==> config.mk <==
export PLATFORM = sky130hd
export DESIGN_NAME = finger_press_hysteresis_qualifier
export DESIGN_NICKNAME = d
export VERILOG_FILES = /design/src/hw/rtl/fphq_pkg.sv /design/src/hw/rtl/fphq_cfg_regs.sv /design/src/hw/rtl/fphq_finger.sv /design/src/hw/rtl/finger_press_hysteresis_qualifier.sv
export SDC_FILE = /design/constraint.sdc
export NUM_CORES = 1
export LEC_CHECK = 0
export BUFFER_PORTS_ARGS = -buffer_cell sky130_fd_sc_hd__buf_2
export CAP_MARGIN = 30
export CORE_ASPECT_RATIO = 2
export CORE_MARGIN = 2
export CORE_UTILIZATION = 40
export DETAILED_ROUTE_END_ITERATION = 8
export MAX_ROUTING_LAYER = met4
export PLACE_DENSITY = 0.57
export REMOVE_ABC_BUFFERS = 1
export SETUP_SLACK_MARGIN = 0.5
export SLEW_MARGIN = 5
export SYNTH_ARGS = -nofsm -noshare
export SYNTH_HDL_FRONTEND = slang
export SYNTH_SLANG_ARGS = --single-unit
==> constraint.sdc <==
create_clock -name clk -period 6.6 [get_ports clk]
set_input_delay 0.99 -clock clk [delete_from_list [all_inputs] [get_ports clk]]
set_output_delay 0.99 -clock clk [all_outputs]
set_load 0.1 [all_outputs]
==> src/hw/rtl/fphq_pkg.sv <==
package fphq_pkg;

  localparam int ANGLE_W      = 16;
  localparam int TIME_W       = 32;
  localparam int LOCK_W       = 16;
  localparam int CFG_DATA_W   = 16;
  localparam int CFG_IDX_W    = 3;
  localparam int MASK_W       = 5;
  localparam int ANGLE_INPUTS = 5;

  // Register indexes on the configuration port
  typedef enum logic [CFG_IDX_W-1:0] {
    REG_THUMB_PRESS    = 3'd0,
    REG_THUMB_RELEASE  = 3'd1,
    REG_FINGER_PRESS   = 3'd2,
    REG_FINGER_RELEASE = 3'd3,
    REG_LOCKOUT        = 3'd4
  } cfg_reg_e;

  localparam logic signed [ANGLE_W-1:0] THUMB_PRESS_RST    = 16'sd120;
  localparam logic signed [ANGLE_W-1:0] THUMB_RELEASE_RST  = 16'sd110;
  localparam logic signed [ANGLE_W-1:0] FINGER_PRESS_RST   = 16'sd200;
  localparam logic signed [ANGLE_W-1:0] FINGER_RELEASE_RST = 16'sd192;
  localparam logic [LOCK_W-1:0]         LOCKOUT_RST        = 16'd50;

  typedef struct packed {
    logic signed [ANGLE_W-1:0] thumb_press;
    logic signed [ANGLE_W-1:0] thumb_release;
    logic signed [ANGLE_W-1:0] finger_press;
    logic signed [ANGLE_W-1:0] finger_release;
    logic [LOCK_W-1:0]         lockout;
  } cfg_t;

  // Per-finger decision for the word being retired
  typedef struct packed {
    logic pressed;
    logic press;
    logic release_ev;
  } finger_res_t;

endpackage

==> src/hw/rtl/fphq_cfg_regs.sv <==
module fphq_cfg_regs (
  input  logic                                 clk,
  input  logic                                 rst,
  input  logic                                 cfg_write,
  input  logic [fphq_pkg::CFG_IDX_W-1:0]       cfg_index,
  input  logic [fphq_pkg::CFG_DATA_W-1:0]      cfg_data,
  output fphq_pkg::cfg_t                       cfg
);
  import fphq_pkg::*;

  cfg_t cfg_next;

  always_comb begin
    cfg_next = cfg;
    if (cfg_write) begin
      unique case (cfg_index)
        REG_THUMB_PRESS:    cfg_next.thumb_press    = $signed(cfg_data);
        REG_THUMB_RELEASE:  cfg_next.thumb_release  = $signed(cfg_data);
        REG_FINGER_PRESS:   cfg_next.finger_press   = $signed(cfg_data);
        REG_FINGER_RELEASE: cfg_next.finger_release = $signed(cfg_data);
        REG_LOCKOUT:        cfg_next.lockout        = cfg_data[LOCK_W-1:0];
        default:            cfg_next = cfg; // unmapped index: ignored
      endcase
    end
  end

  always_ff @(posedge clk) begin
    if (rst) begin
      cfg.thumb_press    <= THUMB_PRESS_RST;
      cfg.thumb_release  <= THUMB_RELEASE_RST;
      cfg.finger_press   <= FINGER_PRESS_RST;
      cfg.finger_release <= FINGER_RELEASE_RST;
      cfg.lockout        <= LOCKOUT_RST;
    end else begin
      cfg <= cfg_next;
    end
  end

endmodule

==> src/hw/rtl/fphq_finger.sv <==
module fphq_finger (
  input  logic                                clk,
  input  logic                                rst,
  input  logic                                take,
  input  logic signed [fphq_pkg::ANGLE_W-1:0] angle,
  input  logic [fphq_pkg::TIME_W-1:0]         now,
  input  logic signed [fphq_pkg::ANGLE_W-1:0] press_level,
  input  logic signed [fphq_pkg::ANGLE_W-1:0] release_level,
  input  logic [fphq_pkg::LOCK_W-1:0]         lockout,
  output fphq_pkg::finger_res_t               res
);
  import fphq_pkg::*;

  logic              pressed;
  logic [TIME_W-1:0] last_change;
  logic [TIME_W-1:0] elapsed;
  logic              unlocked;
  logic              press_go;
  logic              release_go;

  // wrapping difference, so a backwards timestamp reads as long elapsed
  assign elapsed    = now - last_change;
  assign unlocked   = elapsed > {{(TIME_W-LOCK_W){1'b0}}, lockout};
  assign press_go   = !pressed && (angle > press_level) && unlocked;
  assign release_go = pressed && (angle < release_level) && unlocked;

  assign res.press      = press_go;
  assign res.release_ev = release_go;
  assign res.pressed    = pressed ^ (press_go | release_go);

  always_ff @(posedge clk) begin
    if (rst) begin
      pressed     <= 1'b0;
      last_change <= '0;
    end else if (take) begin
      pressed <= res.pressed;
      if (press_go || release_go) begin
        last_change <= now;
      end
    end
  end

endmodule

==> src/hw/rtl/finger_press_hysteresis_qualifier.sv <==
// Finger press qualifier: five signed bend angles plus a wrapping millisecond
// time come in as one word; one word of masks goes out for each (pressed
// fingers, new presses, new releases; bit 0 thumb through bit 4 pinky). Each
// finger is a hysteresis comparator: released -> pressed when its angle is
// strictly above the press level, pressed -> released when strictly below the
// release level, and a change is taken only when strictly more than lockout_ms
// has passed (mod 2^32) since that finger's last change. Levels are used as
// written, even inverted. Throughput is one word per clock while out_stall
// does not hold the result; a word passes through the input register, then
// the result register. The per-cycle path is one 32-bit subtract and compare per
// finger in parallel, with the finger state updated as the word retires into
// the result register, so consecutive words see each other's updates.
// Configuration writes land immediately and are meant for idle periods.
// FINGER_COUNT picks how many fingers are evaluated (at most five); bits of
// the others stay zero.
module finger_press_hysteresis_qualifier #(
  parameter int FINGER_COUNT = 5
) (
  input  logic                                   clk,
  input  logic                                   rst,
  // configuration write port
  input  logic                                   cfg_write,
  input  logic [fphq_pkg::CFG_IDX_W-1:0]         cfg_index,
  input  logic [fphq_pkg::CFG_DATA_W-1:0]        cfg_data,
  // sample channel
  input  logic                                   in_valid,
  output logic                                   in_stall,
  input  logic signed [fphq_pkg::ANGLE_W-1:0]    thumb_angle,
  input  logic signed [fphq_pkg::ANGLE_W-1:0]    index_angle,
  input  logic signed [fphq_pkg::ANGLE_W-1:0]    middle_angle,
  input  logic signed [fphq_pkg::ANGLE_W-1:0]    ring_angle,
  input  logic signed [fphq_pkg::ANGLE_W-1:0]    pinky_angle,
  input  logic [fphq_pkg::TIME_W-1:0]            now_ms,
  // result channel
  output logic                                   out_valid,
  input  logic                                   out_stall,
  output logic [fphq_pkg::MASK_W-1:0]            pressed_mask,
  output logic [fphq_pkg::MASK_W-1:0]            press_events,
  output logic [fphq_pkg::MASK_W-1:0]            release_events
);
  import fphq_pkg::*;

  localparam int ACTIVE = (FINGER_COUNT < ANGLE_INPUTS) ? FINGER_COUNT : ANGLE_INPUTS;

  cfg_t cfg;

  fphq_cfg_regs u_cfg (
    .clk       (clk),
    .rst       (rst),
    .cfg_write (cfg_write),
    .cfg_index (cfg_index),
    .cfg_data  (cfg_data),
    .cfg       (cfg)
  );

  // input register
  logic                      s1_valid;
  logic                      s1_take;
  logic                      in_take;
  logic signed [ANGLE_W-1:0] in_angle [ANGLE_INPUTS];
  logic signed [ANGLE_W-1:0] s1_angle [ANGLE_INPUTS];
  logic [TIME_W-1:0]         s1_now;

  assign in_angle[0] = thumb_angle;
  assign in_angle[1] = index_angle;
  assign in_angle[2] = middle_angle;
  assign in_angle[3] = ring_angle;
  assign in_angle[4] = pinky_angle;

  // the held word retires whenever the result register is free or draining
  assign s1_take  = s1_valid && (!out_valid || !out_stall);
  assign in_stall = s1_valid && !s1_take;
  assign in_take  = in_valid && !in_stall;

  always_ff @(posedge clk) begin
    if (rst) begin
      s1_valid <= 1'b0;
    end else if (in_take) begin
      s1_valid <= 1'b1;
    end else if (s1_take) begin
      s1_valid <= 1'b0;
    end
  end

  always_ff @(posedge clk) begin
    if (in_take) begin
      s1_angle <= in_angle;
      s1_now   <= now_ms;
    end
  end

  // per-finger comparators; finger 0 is the thumb with its own levels
  finger_res_t res [ACTIVE];

  for (genvar i = 0; i < ACTIVE; i++) begin : g_finger
    fphq_finger u_finger (
      .clk           (clk),
      .rst           (rst),
      .take          (s1_take),
      .angle         (s1_angle[i]),
      .now           (s1_now),
      .press_level   ((i == 0) ? cfg.thumb_press   : cfg.finger_press),
      .release_level ((i == 0) ? cfg.thumb_release : cfg.finger_release),
      .lockout       (cfg.lockout),
      .res           (res[i])
    );
  end

  logic [MASK_W-1:0] pressed_mask_next;
  logic [MASK_W-1:0] press_events_next;
  logic [MASK_W-1:0] release_events_next;

  always_comb begin
    pressed_mask_next   = '0;
    press_events_next   = '0;
    release_events_next = '0;
    for (int i = 0; i < ACTIVE; i++) begin
      pressed_mask_next[i]   = res[i].pressed;
      press_events_next[i]   = res[i].press;
      release_events_next[i] = res[i].release_ev;
    end
  end

  // result register
  always_ff @(posedge clk) begin
    if (rst) begin
      out_valid <= 1'b0;
    end else if (s1_take) begin
      out_valid <= 1'b1;
    end else if (!out_stall) begin
      out_valid <= 1'b0;
    end
  end

  always_ff @(posedge clk) begin
    if (s1_take) begin
      pressed_mask   <= pressed_mask_next;
      press_events   <= press_events_next;
      release_events <= release_events_next;
    end
  end

endmodule

==> results.yml, run 1 <==
place:
  dp_hpwl_microns: 70800
  portBuffers: 152
  gp_congestion: 0.946
  dp.cells: 4240
  placed_cell_area_sq_um: 30000
critical_path:
  cp_max_fo: 23
  r2r_slack_ns: 0.88
  cp_data_arrival_time_ns: 6.16
  r2r_cells: 22
  critical_path_class: "register to register"
  cp-start-kind: "register"
  cp.required_ns: 7.04
  crit_path_end_kind: "register"
routing:
  wl_microns: 91100
  wl_per_cell_microns: 21.1
  vias: 24200
  drtIter0Drc: 1468
  drc: 0
  firstDrtPassIters: 5
  ant_nets: 0
  drt-vias-per-instance: 5.60
cells_and_area:
  register_area_sq_um: 8760
  area_growth_pct: 10.3
  stdcell_count: 4313
  multi_input_area_sq_um: 18000
  nFillCells: 7076
  nets: 3903
  drive_gt1_share_pct: 8.29
  finalInstanceArea_sq_um: 31300
  num_antenna_cells: 0
  fin_util_pct: 44.5
global_route:
  antenna_found_initial: 0
  first_global_vias: 24200
  grt_max_degree: 136
  grtUsageTotal_pct: 25.4
  grt_overflow: 0
  grt_pass1_wl_microns: 139000
floorplan:
  floorplan.core_area_sq_um: 70400
  fp.dieArea_sq_um: 73200
  rows: 138
  io_pins: 153
  start_util_pct: 40.3
  die-height_microns: 381
  die_w_microns: 192
timing:
  max_slew.worst_pin.slew_ns: 0.927
  fmax_mhz: 175
  period_minus_slack_ns: 5.72
  rsz0062_at_grt: "no"
  clock_skew_ns: 0.0305
  setup_violations: 0
  hold_viol: 0
  relSlewSlack_pct: 38.2
  period_share_pct: 86.7
  report.final.slew_viol_count: 0
clock_network:
  clk_pin_slew_ns: 0.06
  clk_latency_ns: 0.60
  cts_tree: "yes"
  cts_buffer_depth: 3
  cts_buffers: 39
  cts_sinks: 374
  htreeDepth: 2
  ctsRootBufferMaster: "clkbuf_16"
synthesis:
  syn_area_sq_um: 28400
  syn_inst: 3265
  ys.flop_type: "dfxtp_1"
  ys_types: 88
  syn_avg_cell_area_sq_um: 8.69
  synth_edf_count: 127
  ys_ff_latch: 374
  synth_warnings: 0
  seq_area_frac_synth_pct: 30.9
  ys_async_sr_fraction_pct: 0
pwr:
  ir_worst_vdd_mv: 0.250
  power_density_nw_per_um2: 217
  p_leak_nw: 12.9
worst_hold_path:
  min_path_cells: 2
  hold_path.class: "register to register"
outcome:
  outcome: "completed"
flow_run:
  cap_violations: 0
-- critical path, cell delays in order, from the launching register on --
cell       delay, ns
edfxtp_1        0.53
inv_1           0.26
fa_1            0.50
nand2b_1        0.19
a21oi_1         0.23
nor2_1          0.11
o21ai_0         0.28
a21o_1          0.17
a21oi_1         0.07
xnor2_1         0.14
ha_1            0.29
and3_1          0.17
nor2b_1         0.12
nand2_1         0.09
or4_1           0.51
o31ai_1         0.12
o2111ai_1       0.16
a2111o_1        0.31
nor4_2          0.21
nand4_1         0.34
and3_4          0.40
buf_12          0.20
mux2i_1         0.14
-- stage by stage --
stage | hold slack, ns | setup WS [ns] | power [mW] | TNS (ns)
after floorplan | 0.428 | -0.588 | 3.93 | -65.91
after global routing | 0.469 | 0.510 | 7.14 | 0
final | 0.454 | 0.879 | 6.79 | 0
after global placement | 0.442 | 0.760 | 4.50 | 0
after detailed placement | 0.447 | 0.691 | 4.52 | 0
after CTS | 0.456 | 0.666 | 6.83 | 0
-- layout make-up --
cell class                      count  area share (%)
Sequential cell                   374            28.0
Multi-Input combinational cell   2497            57.6
Clock buffer                       47            3.31
Clock inverter                     25           0.879
Timing Repair Buffer              184            3.35
Inverter                          276            3.31
Tap cell                          910            3.63
-- placed cells by master, fill, tap and decap left out, types with 22 or more instances in the layout --
cell | Yosys | layout
inv_1 | 275 | 275
ha_1 | 390 | 390
nand2b_1 | 230 | 230
nand4_1 | 83 | 83
nand3_1 | 56 | 56
o21a_1 | 37 | 37
nor3_1 | 41 | 41
o211ai_1 | 25 | 25
buf_4 | 6 | 27
mux2i_1 | 170 | 170
a21o_1 | 86 | 86
xnor2_1 | 68 | 68
edfxtp_1 | 127 | 127
nor2_1 | 153 | 152
a21oi_1 | 281 | 281
clkbuf_16 | 0 | 39
dfxtp_1 | 247 | 247
nand2_1 | 303 | 303
xor2_1 | 46 | 46
and3_1 | 27 | 26
nor2b_1 | 39 | 38
o21ai_0 | 132 | 132
a31oi_1 | 22 | 22
buf_2 | 9 | 151
a211oi_1 | 33 | 33
-- sequential cells by signal, indices dropped and copies added (netlist names) --
signal                         cells
g_finger.u_finger.pressed          5
pressed_mask                       5
s1_now                            32
u_cfg.cfg                         80
press_events                       5
s1_valid                           1
s1_angle                          80
release_events                     5
g_finger.u_finger.last_change    160
out_valid                          1
-- routing by layer --
metal	vias up	global-route usage (%)	part of all wire (%)
met5	-	-	0
met4	0	9.19	3.9
met3	165	2.28	3.7
met2	571	42.9	49
met1	11500	31.2	44
li1	12000	-	-
-- cell usage after synthesis (all sizes together), types with 21 or more instances --
cell | n | share of area [%]
o21ai | 139 | 2.5
a21oi | 284 | 5.1
a31oi | 22 | 0.48
and3 | 27 | 0.60
nor2 | 153 | 2.0
nor2b | 39 | 0.86
nand4 | 83 | 1.8
nand2b | 230 | 5.1
buf | 26 | 0.85
a211oi | 34 | 0.92
xnor2 | 68 | 2.1
inv | 276 | 3.6
xor2 | 46 | 1.4
nor3 | 41 | 0.72
mux2i | 170 | 6.0
dfxtp | 247 | 17
edfxtp | 127 | 13
o21a | 37 | 0.98
nand2 | 304 | 4.0
o211ai | 26 | 0.71
nand3 | 57 | 1.0
clkbuf | 92 | 1.2
ha | 390 | 17
a21o | 86 | 2.3
o21bai | 21 | 0.56
-- what timing repair did --
item | 4_1_cts | 5_1_grt
resized for setup | 0 | 6
setup buffers | 0 | 1
setup endpoints to repair | 0 | 76
hold buffers | 0 | 0
-- cells by family (layout without fill, tap and decap cells) --
kind of cell | count (synthesis) | in the layout | synth area share, %
multiplexers | 172 | 172 | 6.07
flip-flops | 374 | 374 | 30.9
buffers and inverters | 394 | 532 | 5.72
AND/OR/NAND/NOR | 1015 | 1015 | 18.2
AO/OA/AOI/OAI | 801 | 801 | 18.1
XOR/XNOR | 114 | 114 | 3.52
adder cells (fa/ha/maj) | 395 | 395 | 17.5
-- power by group --
group	switching, mW	leakage [nW]	internal (mW)
clock	1.03	0.635	1.27
combinational	1.14	9.02	0.744
sequential	0.108	3.24	2.50
total	2.28	12.9	4.51
-- path summary, 6_finish.rpt --
kind,from,end
setup / recovery,s1_now[1]$_DFFE_PP_,g_finger[0].u_finger.last_change[26]$_SDFFE_PP0P_
hold / removal,u_cfg.cfg[47]$_SDFFE_PP0P_,u_cfg.cfg[47]$_SDFFE_PP0P_
setup reg to reg,s1_now[1]$_DFFE_PP_,g_finger[0].u_finger.last_change[26]$_SDFFE_PP0P_
hold reg to reg,u_cfg.cfg[47]$_SDFFE_PP0P_,u_cfg.cfg[47]$_SDFFE_PP0P_
Note: power is estimated with default switching activity, not from simulation.
==> run 2, diff against run 1 <==
--- a/config.mk
+++ b/config.mk
@@ -18,4 +18,5 @@
 export SLEW_MARGIN = 5
 export SYNTH_ARGS = -nofsm -noshare
 export SYNTH_HDL_FRONTEND = slang
+export SYNTH_HIERARCHICAL = 1
 export SYNTH_SLANG_ARGS = --single-unit
==> results.yml, run 2 <==
outcome:
  outcome: "completed"
cells_and_area:
  final_common_cell: "inv_1"
  regMostFlops: "g_finger.u_finger/last_change"
  nets: 4335
  register_area_sq_um: 8760
  multi_input_area_sq_um: 20600
  area_growth_pct: 9.94
  largest_reg_flops: 160
  finalInstanceArea_sq_um: 35000
  drive_gt1_share_pct: 11.9
  fin_util_pct: 44.3
  largest_registers: "g_finger.u_finger/last_change x160, s1_angle x80, u_cfg/cfg x80"
  most-common-layout-cells: "inv_1, ha_1, a21oi_1"
  nFillCells: 7909
routing:
  firstDrtPassIters: 5
  wl_per_cell_microns: 22.1
  drtIter0Drc: 1205
  wl_microns: 108000
  drt-vias-per-instance: 5.60
  drc: 0
  vias: 27300
  ant_nets: 0
clock_network:
  cts_buffer_depth: 3
  clk_latency_ns: 0.62
  cts_tree: "yes"
  cts_sinks: 374
  htreeDepth: 2
  ctsRootBufferMaster: "clkbuf_16"
  clk_pin_slew_ns: 0.06
  cts_buffers: 43
pwr:
  power_density_nw_per_um2: 209
  p_leak_nw: 13.9
  ir_worst_vdd_mv: 0.204
  switching_power_mw: 2.50
  sequentialPowerShare_pct: 35.7
  clockPowerShare_pct: 35.5
  finalPower_mw: 7.31
  pwr-share-comb_pct: 28.8
  internal_power_mw: 4.81
  netSwitchingFraction_pct: 34.2
synthesis:
  syn_area_sq_um: 31900
  seq_area_frac_synth_pct: 27.5
  syn_inst: 3705
  ys.flop_type: "dfxtp_1"
  yosysMostFrequentCell: "inv_1"
  ys_top_cells_by_area: "dfxtp_1, ha_1, edfxtp_1"
  ys_ff_latch: 374
  synth_warnings: 6
  yosysTopAreaCellShare_pct: 15.5
  syn_avg_cell_area_sq_um: 8.60
  synthTopCellsByCount: "inv_1, ha_1, a21oi_1, mux2i_1, dfxtp_1"
  synth_edf_count: 127
  ys_types: 94
  yosys.area.top_type: "dfxtp_1"
  ys_async_sr_fraction_pct: 0
global_route:
  grt_pass1_wl_microns: 160000
  grt_use_met3_pct: 2.52
  use_met1_pct: 24.2
  use_met2_pct: 50.6
  antenna_found_initial: 3
  top_usage_layer: "met2"
  grt_max_degree: 175
  grtUsageTotal_pct: 26.6
  grt_overflow: 0
  first_global_vias: 27600
timing:
  clock_skew_ns: 0.0369
  report.final.slew_viol_count: 0
  rsz0062_at_grt: "no"
  layout_setup_ws_ns: 0.875
  period_share_pct: 86.7
  tns_ns: 0
  relSlewSlack_pct: 39.8
  max_slew.worst_pin.slew_ns: 0.903
  hold_viol: 0
  fmax_mhz: 175
  period_minus_slack_ns: 5.73
  setup_violations: 0
place:
  dp_hpwl_microns: 84700
  gp_congestion: 0.983
  place_ws_ns: 0.711
  portBuffers: 152
  placed_cell_area_sq_um: 33500
floorplan:
  die_w_microns: 204
  floorplan.core_area_sq_um: 79100
  io_pins: 153
  fp.dieArea_sq_um: 82100
  start_util_pct: 40.3
  rows: 146
  die-height_microns: 403
critical_path:
  cp_max_fo: 32
  cpPeakStageDelay_ns: 0.50
  cp.required_ns: 7.07
  cp_cell_sequence: "buf_4 > inv_1 > ha_1 > fa_1 > nand2b_1 > a21oi_1 > o21a_1 > or2_1 > a21oi_1 > xnor2_1 > ha_1 > nand4_1 > nor4_2 > a211oi_1 > a2111oi_0 > o211ai_1 > nor4b_1 > and4_1 > a211oi_4 > buf_4 > mux2i_1"
  slowest_stage: "nor4_2"
  cp-start-kind: "register"
  critical-path-top-delay-family: "simple AND/OR/NAND/NOR gates"
  critical_path_class: "register to register"
  cp_data_arrival_time_ns: 6.20
  crit_path_end_kind: "register"
  cp_num_buf_inv: 3
flow_run:
  cap_violations: 0
worst_hold_path:
  hold_path.class: "register to register"
## run 2: cell types whose count changed after synthesis, sizes merged, moves of 24 or more
cell   before  now
inv       276  441
a21o       86   54
nand2     304  217
mux2i     170  252
o21ai     139  169
nand3      57   81
or2b        1  180
## run 2: worst register-to-register path, delay by kind of cell, from the launching register on
kind / cells / cell delay, ns
compound gates: 7 / 1.44
buf+inv: 3 / 0.57
mux: 1 / 0.25
xor+xnor: 1 / 0.14
fa+ha+maj: 3 / 0.95
simple gates: 6 / 1.89
flops: 1 / 0.35
## run 2: power groups by stage
| stage | Combinational (mW) | Clock (mW) | Sequential [mW] |
|---|---|---|---|
| 4_1_cts | 2.09 | 2.68 | 2.61 |
| 2_1_floorplan | 1.41 | 0 | 2.66 |
| 3_5_place_dp | 2.08 | 0 | 2.66 |
| 6_report | 2.10 | 2.60 | 2.61 |
| 3_3_place_gp | 2.06 | 0 | 2.66 |
| 5_1_grt | 2.31 | 2.74 | 2.62 |
## run 2: cell families after synthesis
family / Yosys count / synth area share (%)
DFF: 374 / 27.5
muxes: 258 / 8.13
and+or+nand+nor: 1173 / 21.4
AOI/OAI and AO/OA: 814 / 16.6
buffers and inverters: 589 / 7.94
adders and majority gates: 395 / 15.6
xor gates and xnor gates: 102 / 2.80
## run 2: layout make-up
class,count,area share [%]
multi-input combinational,2742,58.9
sequential,374,25.0
inverter,441,4.72
clock buffer,58,3.74
tap,1036,3.70
timing repair buffer,202,3.40
clock inverter,22,0.571
antenna,2,0.0143
## run 2: worst paths after layout
path	startpoint	endpoint	slack, ns	cells past startpoint
hold reg to reg	g_finger[1].u_finger/last_change[5]$_SDFFE_PP0P_	g_finger[1].u_finger/last_change[5]$_SDFFE_PP0P_	0.47	2
setup reg to reg	s1_now[0]$_DFFE_PP_	g_finger[4].u_finger/last_change[14]$_SDFFE_PP0P_	0.87	21
hold / removal	g_finger[1].u_finger/last_change[5]$_SDFFE_PP0P_	g_finger[1].u_finger/last_change[5]$_SDFFE_PP0P_	0.47	2
setup / recovery	s1_now[0]$_DFFE_PP_	g_finger[4].u_finger/last_change[14]$_SDFFE_PP0P_	0.87	21
## run 2: routing by layer
layer,wire length (microns),vias to the layer above
met1,37200,13000
met2,57600,739
li1,-,13200
met5,0,-
met4,9530,0
met3,3670,318
## run 2: through the flow
stage	std cells	hold WS, ns
after floorplan	3557	0.448
after global placement	4792	0.458
after detailed placement	4793	0.464
after CTS	4873	0.475
after global routing	4877	0.482
final	4877	0.473
## run 2: repair_timing
action / in CTS / in global routing
hold buffers: 0 / 0
endpoints found under the setup margin: 0 / 69
resized for setup: 0 / 4
setup buffers: 0 / 2
